File: config.mk
export PLATFORM = sky130hd
export DESIGN_NAME = block_and_window_voltage_stats
export DESIGN_NICKNAME = d
export VERILOG_FILES = /design/src/hw/rtl/bwvs_pkg.sv /design/src/hw/rtl/block_and_window_voltage_stats.sv
export SDC_FILE = /design/constraint.sdc
export NUM_CORES = 1
export LEC_CHECK = 0
export BUFFER_PORTS_ARGS = -buffer_cell sky130_fd_sc_hd__buf_2
export CAP_MARGIN = 20
export CORE_MARGIN = 3
export CORE_UTILIZATION = 60
export CTS_CLUSTER_SIZE = 16
export DETAILED_ROUTE_END_ITERATION = 16
export PLACE_DENSITY = 0.77
export SLEW_MARGIN = 0
export SYNTH_ARGS = -nofsm -noshare
export SYNTH_HDL_FRONTEND = slang
export SYNTH_SLANG_ARGS = --single-unit
export TNS_END_PERCENT = 30
File: constraint.sdc
create_clock -name i_clk -period 16.85 [get_ports i_clk]
set_clock_uncertainty 0.1 [all_clocks]
set_input_delay 2.5275 -clock i_clk [delete_from_list [all_inputs] [get_ports i_clk]]
set_output_delay 2.5275 -clock i_clk [all_outputs]
set_load 0.01 [all_outputs]
File: src/hw/rtl/bwvs_pkg.sv
`timescale 1ns / 1ps
// ----------------------------------------------------------------------------
// bwvs_pkg
// Shared sizes and types for the block and window voltage statistics block.
// ----------------------------------------------------------------------------
package bwvs_pkg;

    // Samples per block, blocks per window, sample width
    localparam int BLOCK_LEN    = 40;
    localparam int WINDOW_DEPTH = 10;
    localparam int SAMPLE_W     = 16;

    // Derived widths
    localparam int CNT_W   = $clog2(BLOCK_LEN + 1);
    localparam int SUM_W   = SAMPLE_W + $clog2(BLOCK_LEN) + 1;
    localparam int SLOT_W  = (WINDOW_DEPTH > 1) ? $clog2(WINDOW_DEPTH) : 1;
    localparam int FILL_W  = $clog2(WINDOW_DEPTH + 1);
    localparam int WSUM_W  = SAMPLE_W + $clog2(WINDOW_DEPTH) + 1;
    localparam int DIVR_W  = $clog2(((BLOCK_LEN > WINDOW_DEPTH) ? BLOCK_LEN
                                                                 : WINDOW_DEPTH) + 1);
    localparam int DCNT_W  = $clog2(SUM_W + 1);

    // Rounded-up reciprocal of BLOCK_LEN; the shift leaves enough headroom
    // that the product gives the exact floor for any block sum magnitude
    localparam int BLK_RECIP_SH = SUM_W + CNT_W;
    localparam int BLK_RECIP_W  = BLK_RECIP_SH - $clog2(BLOCK_LEN) + 1;
    localparam int PROD_W       = SUM_W + BLK_RECIP_W;
    localparam logic [BLK_RECIP_W-1:0] BLK_RECIP =
        BLK_RECIP_W'(((64'd1 << BLK_RECIP_SH) + 64'(BLOCK_LEN) - 64'd1) / 64'(BLOCK_LEN));

    // Stream payload widths (whole bytes)
    localparam int S_TDATA_W = ((SAMPLE_W + 7) / 8) * 8;
    localparam int M_RAW_W   = 6 * SAMPLE_W + FILL_W;
    localparam int M_TDATA_W = ((M_RAW_W + 7) / 8) * 8;

    // Extreme sample values
    localparam logic signed [SAMPLE_W-1:0] VAL_MAX = {1'b0, {(SAMPLE_W-1){1'b1}}};
    localparam logic signed [SAMPLE_W-1:0] VAL_MIN = {1'b1, {(SAMPLE_W-1){1'b0}}};

    typedef logic signed [SAMPLE_W-1:0] t_sample;

    // One window entry: block mean, minimum and maximum
    typedef struct packed {
        t_sample mean;
        t_sample low;
        t_sample high;
    } t_entry;

endpackage

File: src/hw/rtl/block_and_window_voltage_stats.sv
`timescale 1ns / 1ps
// ----------------------------------------------------------------------------
// block_and_window_voltage_stats
// Block mean/min/max over fixed-size blocks and a sliding window over the
// most recent blocks.
// ----------------------------------------------------------------------------
// Usage:
//   Samples enter on the s_axis channel, one signed Q3.12 value per item.
//   Each run of BLOCK_LEN (40) samples forms a block. The sample that closes a
//   block produces one item on m_axis carrying the block mean, min and max
//   together with the mean, min and max over the last WINDOW_DEPTH (10) blocks
//   and the number of blocks held. Other samples produce nothing.
//   Throughput: one sample per cycle inside a block. After the closing sample
//   the block is busy with the block mean (reciprocal multiply), the window
//   memory write, the walk over the window memory, the window mean on a
//   radix-2 divider, and the load of the output register, in that order,
//   and takes no new sample until these are done.
//   Reset (synchronous, active low) restarts the block and empties the window.
//   A stalled receiver holds the result in the output register; samples keep
//   being accepted until the next block closes, which then waits for the
//   register to drain.
// ----------------------------------------------------------------------------
module block_and_window_voltage_stats (
    input  logic                           i_clk,
    input  logic                           i_rst_n,
    // sample [15:0]
    input  logic [bwvs_pkg::S_TDATA_W-1:0] s_axis_tdata,
    input  logic                           s_axis_tvalid,
    output logic                           s_axis_tready,
    // block_average [15:0], block_min [31:16], block_max [47:32],
    // window_average [63:48], window_min [79:64], window_max [95:80],
    // window_count [99:96], zero [103:100]
    output logic [bwvs_pkg::M_TDATA_W-1:0] m_axis_tdata,
    output logic                           m_axis_tvalid,
    input  logic                           m_axis_tready
);
    import bwvs_pkg::*;

    localparam logic [2:0] ST_IDLE  = 3'd0;
    localparam logic [2:0] ST_DIVB  = 3'd1;
    localparam logic [2:0] ST_WRITE = 3'd2;
    localparam logic [2:0] ST_WALK  = 3'd3;
    localparam logic [2:0] ST_DIVW  = 3'd4;
    localparam logic [2:0] ST_OUT   = 3'd5;

    logic [2:0]              r_state;

    // block accumulation
    logic [CNT_W-1:0]        r_cnt;
    logic signed [SUM_W-1:0] r_sum;
    t_sample                 r_low;
    t_sample                 r_high;
    t_sample                 r_blo;
    t_sample                 r_bhi;
    t_sample                 r_bavg;

    // window ring
    t_entry                  mem [WINDOW_DEPTH];
    t_entry                  r_rd_data;
    logic                    r_rd_vld;
    logic [SLOT_W-1:0]       r_slot;
    logic [FILL_W-1:0]       r_fill;
    logic [FILL_W-1:0]       r_walk;
    logic signed [WSUM_W-1:0] r_wsum;
    t_sample                 r_wlo;
    t_sample                 r_whi;
    t_sample                 r_wavg;

    // window mean divider; r_dvd also carries the block sum magnitude
    logic [SUM_W-1:0]        r_dvd;
    logic [DIVR_W-1:0]       r_rem;
    logic [DIVR_W-1:0]       r_dsor;
    logic [DCNT_W-1:0]       r_dcnt;
    logic                    r_dneg;

    // output register
    logic [M_TDATA_W-1:0]    r_out;
    logic                    r_out_vld;

    logic                    w_s_acc;
    logic                    w_m_acc;
    t_sample                 w_sample;
    logic signed [SUM_W-1:0] n_sum;
    t_sample                 n_low;
    t_sample                 n_high;
    logic [SUM_W-1:0]        w_sum_mag;
    logic [DIVR_W:0]         w_rem_sh;
    logic [DIVR_W:0]         w_rem_sub;
    logic                    w_qbit;
    logic [SUM_W-1:0]        w_quo;
    logic [PROD_W-1:0]       w_bprod;
    logic [SAMPLE_W:0]       w_bq;
    logic                    w_rd_en;
    logic signed [WSUM_W-1:0] w_wsum_mag;
    t_entry                  w_wr_entry;

    assign s_axis_tready = (r_state == ST_IDLE);
    assign m_axis_tvalid = r_out_vld;
    assign m_axis_tdata  = r_out;
    assign w_s_acc       = s_axis_tvalid && s_axis_tready;
    assign w_m_acc       = r_out_vld && m_axis_tready;

    // Fold the incoming sample into the running block values
    always_comb begin
        w_sample  = t_sample'(s_axis_tdata[SAMPLE_W-1:0]);
        n_sum     = r_sum + SUM_W'(w_sample);
        n_low     = (w_sample < r_low) ? w_sample : r_low;
        n_high    = (w_sample > r_high) ? w_sample : r_high;
        w_sum_mag = n_sum[SUM_W-1] ? SUM_W'(-n_sum) : SUM_W'(n_sum);
    end

    // One restoring divide step; quotient bits shift into the dividend
    always_comb begin
        w_rem_sh  = {r_rem, r_dvd[SUM_W-1]};
        w_rem_sub = w_rem_sh - {1'b0, r_dsor};
        w_qbit    = (w_rem_sh >= {1'b0, r_dsor});
        w_quo     = r_dneg ? SUM_W'(-r_dvd) : r_dvd;
    end

    // Block mean: scale the sum magnitude by the reciprocal, then restore the sign
    assign w_bprod = PROD_W'(r_dvd) * PROD_W'(BLK_RECIP);
    assign w_bq    = r_dneg ? -w_bprod[BLK_RECIP_SH +: SAMPLE_W+1]
                            : w_bprod[BLK_RECIP_SH +: SAMPLE_W+1];

    assign w_rd_en    = (r_state == ST_WALK) && (r_walk < r_fill);
    assign w_wsum_mag = r_wsum[WSUM_W-1] ? -r_wsum : r_wsum;
    assign w_wr_entry = '{mean: r_bavg, low: r_blo, high: r_bhi};

    // Window memory: one write port, one registered read port
    always_ff @(posedge i_clk) begin
        if (r_state == ST_WRITE) begin
            mem[r_slot] <= w_wr_entry;
        end
        if (w_rd_en) begin
            r_rd_data <= mem[r_walk[SLOT_W-1:0]];
        end
    end

    // Sequencer, accumulators and output register
    always_ff @(posedge i_clk) begin
        if (!i_rst_n) begin
            r_state   <= ST_IDLE;
            r_cnt     <= '0;
            r_sum     <= '0;
            r_low     <= VAL_MAX;
            r_high    <= VAL_MIN;
            r_slot    <= '0;
            r_fill    <= '0;
            r_walk    <= '0;
            r_rd_vld  <= 1'b0;
            r_dcnt    <= '0;
            r_out_vld <= 1'b0;
        end else begin
            // drain the output register; a reload in ST_OUT takes its place
            if (w_m_acc && r_state != ST_OUT) begin
                r_out_vld <= 1'b0;
            end
            r_rd_vld <= w_rd_en;

            // step the divider while the window mean is running
            if (r_state == ST_DIVW && r_dcnt != '0) begin
                r_rem  <= w_qbit ? w_rem_sub[DIVR_W-1:0] : w_rem_sh[DIVR_W-1:0];
                r_dvd  <= {r_dvd[SUM_W-2:0], w_qbit};
                r_dcnt <= r_dcnt - 1'b1;
            end

            case (r_state)
                ST_IDLE: begin
                    if (w_s_acc) begin
                        if (r_cnt == CNT_W'(BLOCK_LEN - 1)) begin
                            // close the block, restart accumulation
                            r_blo   <= n_low;
                            r_bhi   <= n_high;
                            r_dvd   <= w_sum_mag;
                            r_dneg  <= n_sum[SUM_W-1];
                            r_cnt   <= '0;
                            r_sum   <= '0;
                            r_low   <= VAL_MAX;
                            r_high  <= VAL_MIN;
                            r_state <= ST_DIVB;
                        end else begin
                            r_cnt  <= r_cnt + 1'b1;
                            r_sum  <= n_sum;
                            r_low  <= n_low;
                            r_high <= n_high;
                        end
                    end
                end
                ST_DIVB: begin
                    r_bavg  <= w_bq[SAMPLE_W-1:0];
                    r_state <= ST_WRITE;
                end
                ST_WRITE: begin
                    // entry goes to memory this cycle; advance the ring
                    r_slot <= (r_slot == SLOT_W'(WINDOW_DEPTH - 1)) ? '0 : r_slot + 1'b1;
                    if (r_fill != FILL_W'(WINDOW_DEPTH)) begin
                        r_fill <= r_fill + 1'b1;
                    end
                    r_walk  <= '0;
                    r_wsum  <= '0;
                    r_wlo   <= VAL_MAX;
                    r_whi   <= VAL_MIN;
                    r_state <= ST_WALK;
                end
                ST_WALK: begin
                    if (w_rd_en) begin
                        r_walk <= r_walk + 1'b1;
                    end
                    if (r_rd_vld) begin
                        r_wsum <= r_wsum + WSUM_W'(r_rd_data.mean);
                        if (r_rd_data.low < r_wlo) begin
                            r_wlo <= r_rd_data.low;
                        end
                        if (r_rd_data.high > r_whi) begin
                            r_whi <= r_rd_data.high;
                        end
                    end
                    if (!w_rd_en && !r_rd_vld) begin
                        r_dvd   <= SUM_W'(unsigned'(w_wsum_mag));
                        r_dneg  <= r_wsum[WSUM_W-1];
                        r_rem   <= '0;
                        r_dsor  <= DIVR_W'(r_fill);
                        r_dcnt  <= DCNT_W'(SUM_W);
                        r_state <= ST_DIVW;
                    end
                end
                ST_DIVW: begin
                    if (r_dcnt == '0) begin
                        r_wavg  <= w_quo[SAMPLE_W-1:0];
                        r_state <= ST_OUT;
                    end
                end
                ST_OUT: begin
                    // hold until the output register is free
                    if (!r_out_vld || m_axis_tready) begin
                        r_out     <= M_TDATA_W'({r_fill, r_whi, r_wlo, r_wavg,
                                                 r_bhi, r_blo, r_bavg});
                        r_out_vld <= 1'b1;
                        r_state   <= ST_IDLE;
                    end
                end
                default: begin
                    r_state <= ST_IDLE;
                end
            endcase
        end
    end

`ifndef SYNTH
    // window count on a result is between one and the window depth
    a_count_range: assert property (@(posedge i_clk) disable iff (!i_rst_n)
        r_out_vld |-> (r_out[6*SAMPLE_W +: FILL_W] != '0 &&
                       r_out[6*SAMPLE_W +: FILL_W] <= FILL_W'(WINDOW_DEPTH)))
        else $error("window count out of range");

    // window extremes enclose the block extremes
    a_window_encloses: assert property (@(posedge i_clk) disable iff (!i_rst_n)
        r_out_vld |->
            ($signed(r_out[4*SAMPLE_W +: SAMPLE_W]) <= $signed(r_out[SAMPLE_W +: SAMPLE_W]) &&
             $signed(r_out[5*SAMPLE_W +: SAMPLE_W]) >= $signed(r_out[2*SAMPLE_W +: SAMPLE_W])))
        else $error("window min/max do not enclose block min/max");

    // divider never runs with a zero divisor
    a_div_nonzero: assert property (@(posedge i_clk) disable iff (!i_rst_n)
        (r_state == ST_DIVW) |-> r_dsor != '0)
        else $error("divide by zero");

    // walk never passes the fill level
    a_walk_bound: assert property (@(posedge i_clk) disable iff (!i_rst_n)
        (r_state == ST_WALK) |-> (r_walk <= r_fill && r_fill != '0))
        else $error("window walk out of bounds");

    // a finished result is not overwritten before it is taken
    a_out_hold: assert property (@(posedge i_clk) disable iff (!i_rst_n)
        (r_out_vld && !m_axis_tready) |=> (r_out_vld && $stable(r_out)))
        else $error("output register overwritten while stalled");
`endif

endmodule

==> results.md <==
* Vias in the first global route at 28300
* DR DRC count at 0
* Setup TNS at 0 ps
* Gpl congestion at 0.939
* Yosys cell types at between 90 and 100
* WL final at 106 mm
* Hold buffers post-CTS at 0
* Slew HR at 29.3%
* Initial Util at ~61%
* Final setup viols at 0
* Clock Latency Late Sink at around 640 ps
* Die width at 278 µm
* Largest net degree at the start of global routing at 60
* ANT cells at 0
* Synth warn at 0
* All-Layer GR Usage at 27.7%
* GR peak layer: met2
* CP startpoint kind: register
* Mapped Avg Cell Area at 13.6 µm²
* Synth Flop Type: edfxtp_1
* Row count at 99
* Layout cell share with drive strength beyond 1 at 12.7%
* Sequential area share after synthesis at 56.3%
* Number of buffers added on ports at between 100 and 150
* Worst-margin pin slew at 1060 ps
* Post-layout min period at 8270 ps
* Global-route wire length before repair at 164 mm
* Syn Inst Count at about 3300
* Period utilization at 49.1%
* Met2 GRT Util at between 40% and 50%
* Peak Freq at 121 MHz
* CTS Buffer Depth at 3
* Most common cell after layout, fill and taps aside: edfxtp_1
* Met3 GRT Util at 3.49%
* Total grt overflow at 0
* Setup Fix Bufs, Post-CTS at 0
* Die area at 77500 µm²
* Final ANT Viol Nets at 0
* TritonCTS clock tree: done
* Area leader, netlist: edfxtp_1
* Required @ worst endpoint at 17110 ps
* # IOs at between 100 and 150
* Vias/cell at 6.09
* Layout fillers at around 5000
* Gates resized, CTS repair at 0
* Worst EP arrival at approximately 8500 ps
* Post-synth EDFFs at 779
* Hold Path Class: register to register
* Worst setup EP type: register
* Nets@finish at just under 4000
* Outcome: complete, no violations
* Post-synthesis async set-or-reset flop share at 0%
* Die Span Y at about 280 µm
* Largest fanout on the critical path at 7
* P&R area growth vs syn at 10.5%
* Synth top area share at a little over half
* Clock sink count at 862
* WL per Instance at 23.9 µm
* CTS buffer count at 85
* Drt pass-1 iters at 5
* Mapped cell area at 44500 µm²
* Routed via count at 27000
* Max-cap violations at 0
* Synth area leaders: edfxtp_1 (53%), ha_1 (9.1%), fa_1 (6.5%)
* Final Max Slew Viols at 0
* Final hold violations at 0
* Number of H-tree levels at 3
* Multi-input gate area at 17700 µm²
* Most frequent cells in the layout: edfxtp_1 (779), inv_1 (380), ha_1 (323), nand2_1 (178)
* Placeable Area at 73200 µm²
* Initial antenna violation count at 0
* CTS clk-pin slew, worst paths at about 60 ps
* RSZ-0062 raised after global routing: false
* Iteration-0 DRC Markers at 2395
* Synth Register Bits at 862
* Clk Tree Root Cell: clkbuf_16
* Reg area at 25100 µm²
* Met1 usage at 35.2%
* HPWL after detailed placement at 70.0 mm
* Setup CP Type: register to register
* Final Util at between 60% and 70%
-- layout make-up --
| type | count | area share (%) |
|---|---|---|
| Inverter | 380 | 2.90 |
| Clock inverter | 45 | 1.19 |
| Multi-Input combinational cell | 1927 | 36.0 |
| Tap cell | 959 | 2.44 |
| Sequential cell | 862 | 51.0 |
| Timing Repair Buffer | 159 | 1.84 |
| Clock buffer | 108 | 4.64 |
-- synthesized netlist by cell type, types with 20 or more instances --
master and number:
a211oi_1 67, a21o_1 38, a21oi_1 140, a22oi_1 21
and2_1 25, clkbuf_1 91, dfxtp_1 83, edfxtp_1 779
fa_1 145, ha_1 323, inv_1 380, mux2i_1 56
mux4_2 96, nand2_1 178, nand2b_1 43, nand3_1 30
nor2_1 152, nor2b_1 72, nor3_1 43, o211ai_1 27
o21ai_0 86, o221ai_1 20, o31ai_1 21, xnor2_1 81
xor2_1 47
-- layer usage --
layer | vias up | part of all wire [%]
met2 | 983 | 52
met5 | - | 0
li1 | 12200 | -
met1 | 13600 | 39
met3 | 215 | 5.8
met4 | 0 | 3.9
-- flip-flops by register name, indices dropped and copies added, names as in the netlist, 3 cells and up --
register and count:
r_bhi 16, r_low 16, r_dcnt 5, r_dvd 23, r_state 3, r_walk 4, r_rem 6, r_dsor 4
r_rd_data 48, r_fill 4, r_wsum 21, r_high 16, r_wavg 16, r_blo 16, r_cnt 6, r_wlo 16
r_sum 23, r_bavg 16, r_whi 16, r_slot 4, m_axis_tdata 100, mem 480
-- worst max-delay path, cell delays in order (launching register included) --
cell and delay [ps]:
edfxtp_1 550, inv_1 180, ha_1 390, fa_1 530, inv_1 90, fa_1 570
inv_1 80, fa_1 450, fa_1 510, fa_1 550, inv_1 70, fa_1 540
inv_1 40, ha_1 340, a211oi_2 330, o21ai_1 120, or3_1 330, a211oi_2 420
nor4_1 150, o21a_1 280, a41o_1 300, nor2_4 120, mux2_1 340, o31ai_2 180
xnor3_1 430
-- metrics by stage --
stage	setup WS, ps	cell area (µm²)	hold WS (ps)	cells
2_1_floorplan	9330	44500	300	3282
3_3_place_gp	8720	46300	309	4282
3_5_place_dp	8630	46300	305	4283
4_1_cts	8570	49200	319	4436
5_1_grt	8210	49200	326	4440
6_report	8580	49200	319	4440
-- worst paths after layout --
check,slack (ps),cells past startpoint,end,from
setup / recovery,8580,24,r_bavg[15]$_DFFE_PP_,r_dvd[8]$_DFFE_PP_
hold / removal,320,0,m_axis_tdata[50]$_DFFE_PP_,r_wavg[2]$_DFFE_PP_
setup reg to reg,8580,24,r_bavg[15]$_DFFE_PP_,r_dvd[8]$_DFFE_PP_
hold reg to reg,320,0,m_axis_tdata[50]$_DFFE_PP_,r_wavg[2]$_DFFE_PP_
-- cells by family (layout without fill, tap and decap cells) --
family                   count (synthesis)  count (layout)  share of synthesized area, %
flip-flops                             862             862                          56.3
AND/OR/NAND/NOR                        633             633                          7.01
AO/OA/AOI/OAI                          538             538                          8.13
buffers and inverters                  493             692                          4.22
adder cells (fa/ha/maj)                468             468                          15.6
multiplexers                           155             155                          6.19
XOR/XNOR                               129             129                          2.57
other                                    1               4                       0.00842
Power is left out: the tool's default activity adds up to more than one toggle a clock period on the data nets, which glitch-free logic cannot reach.
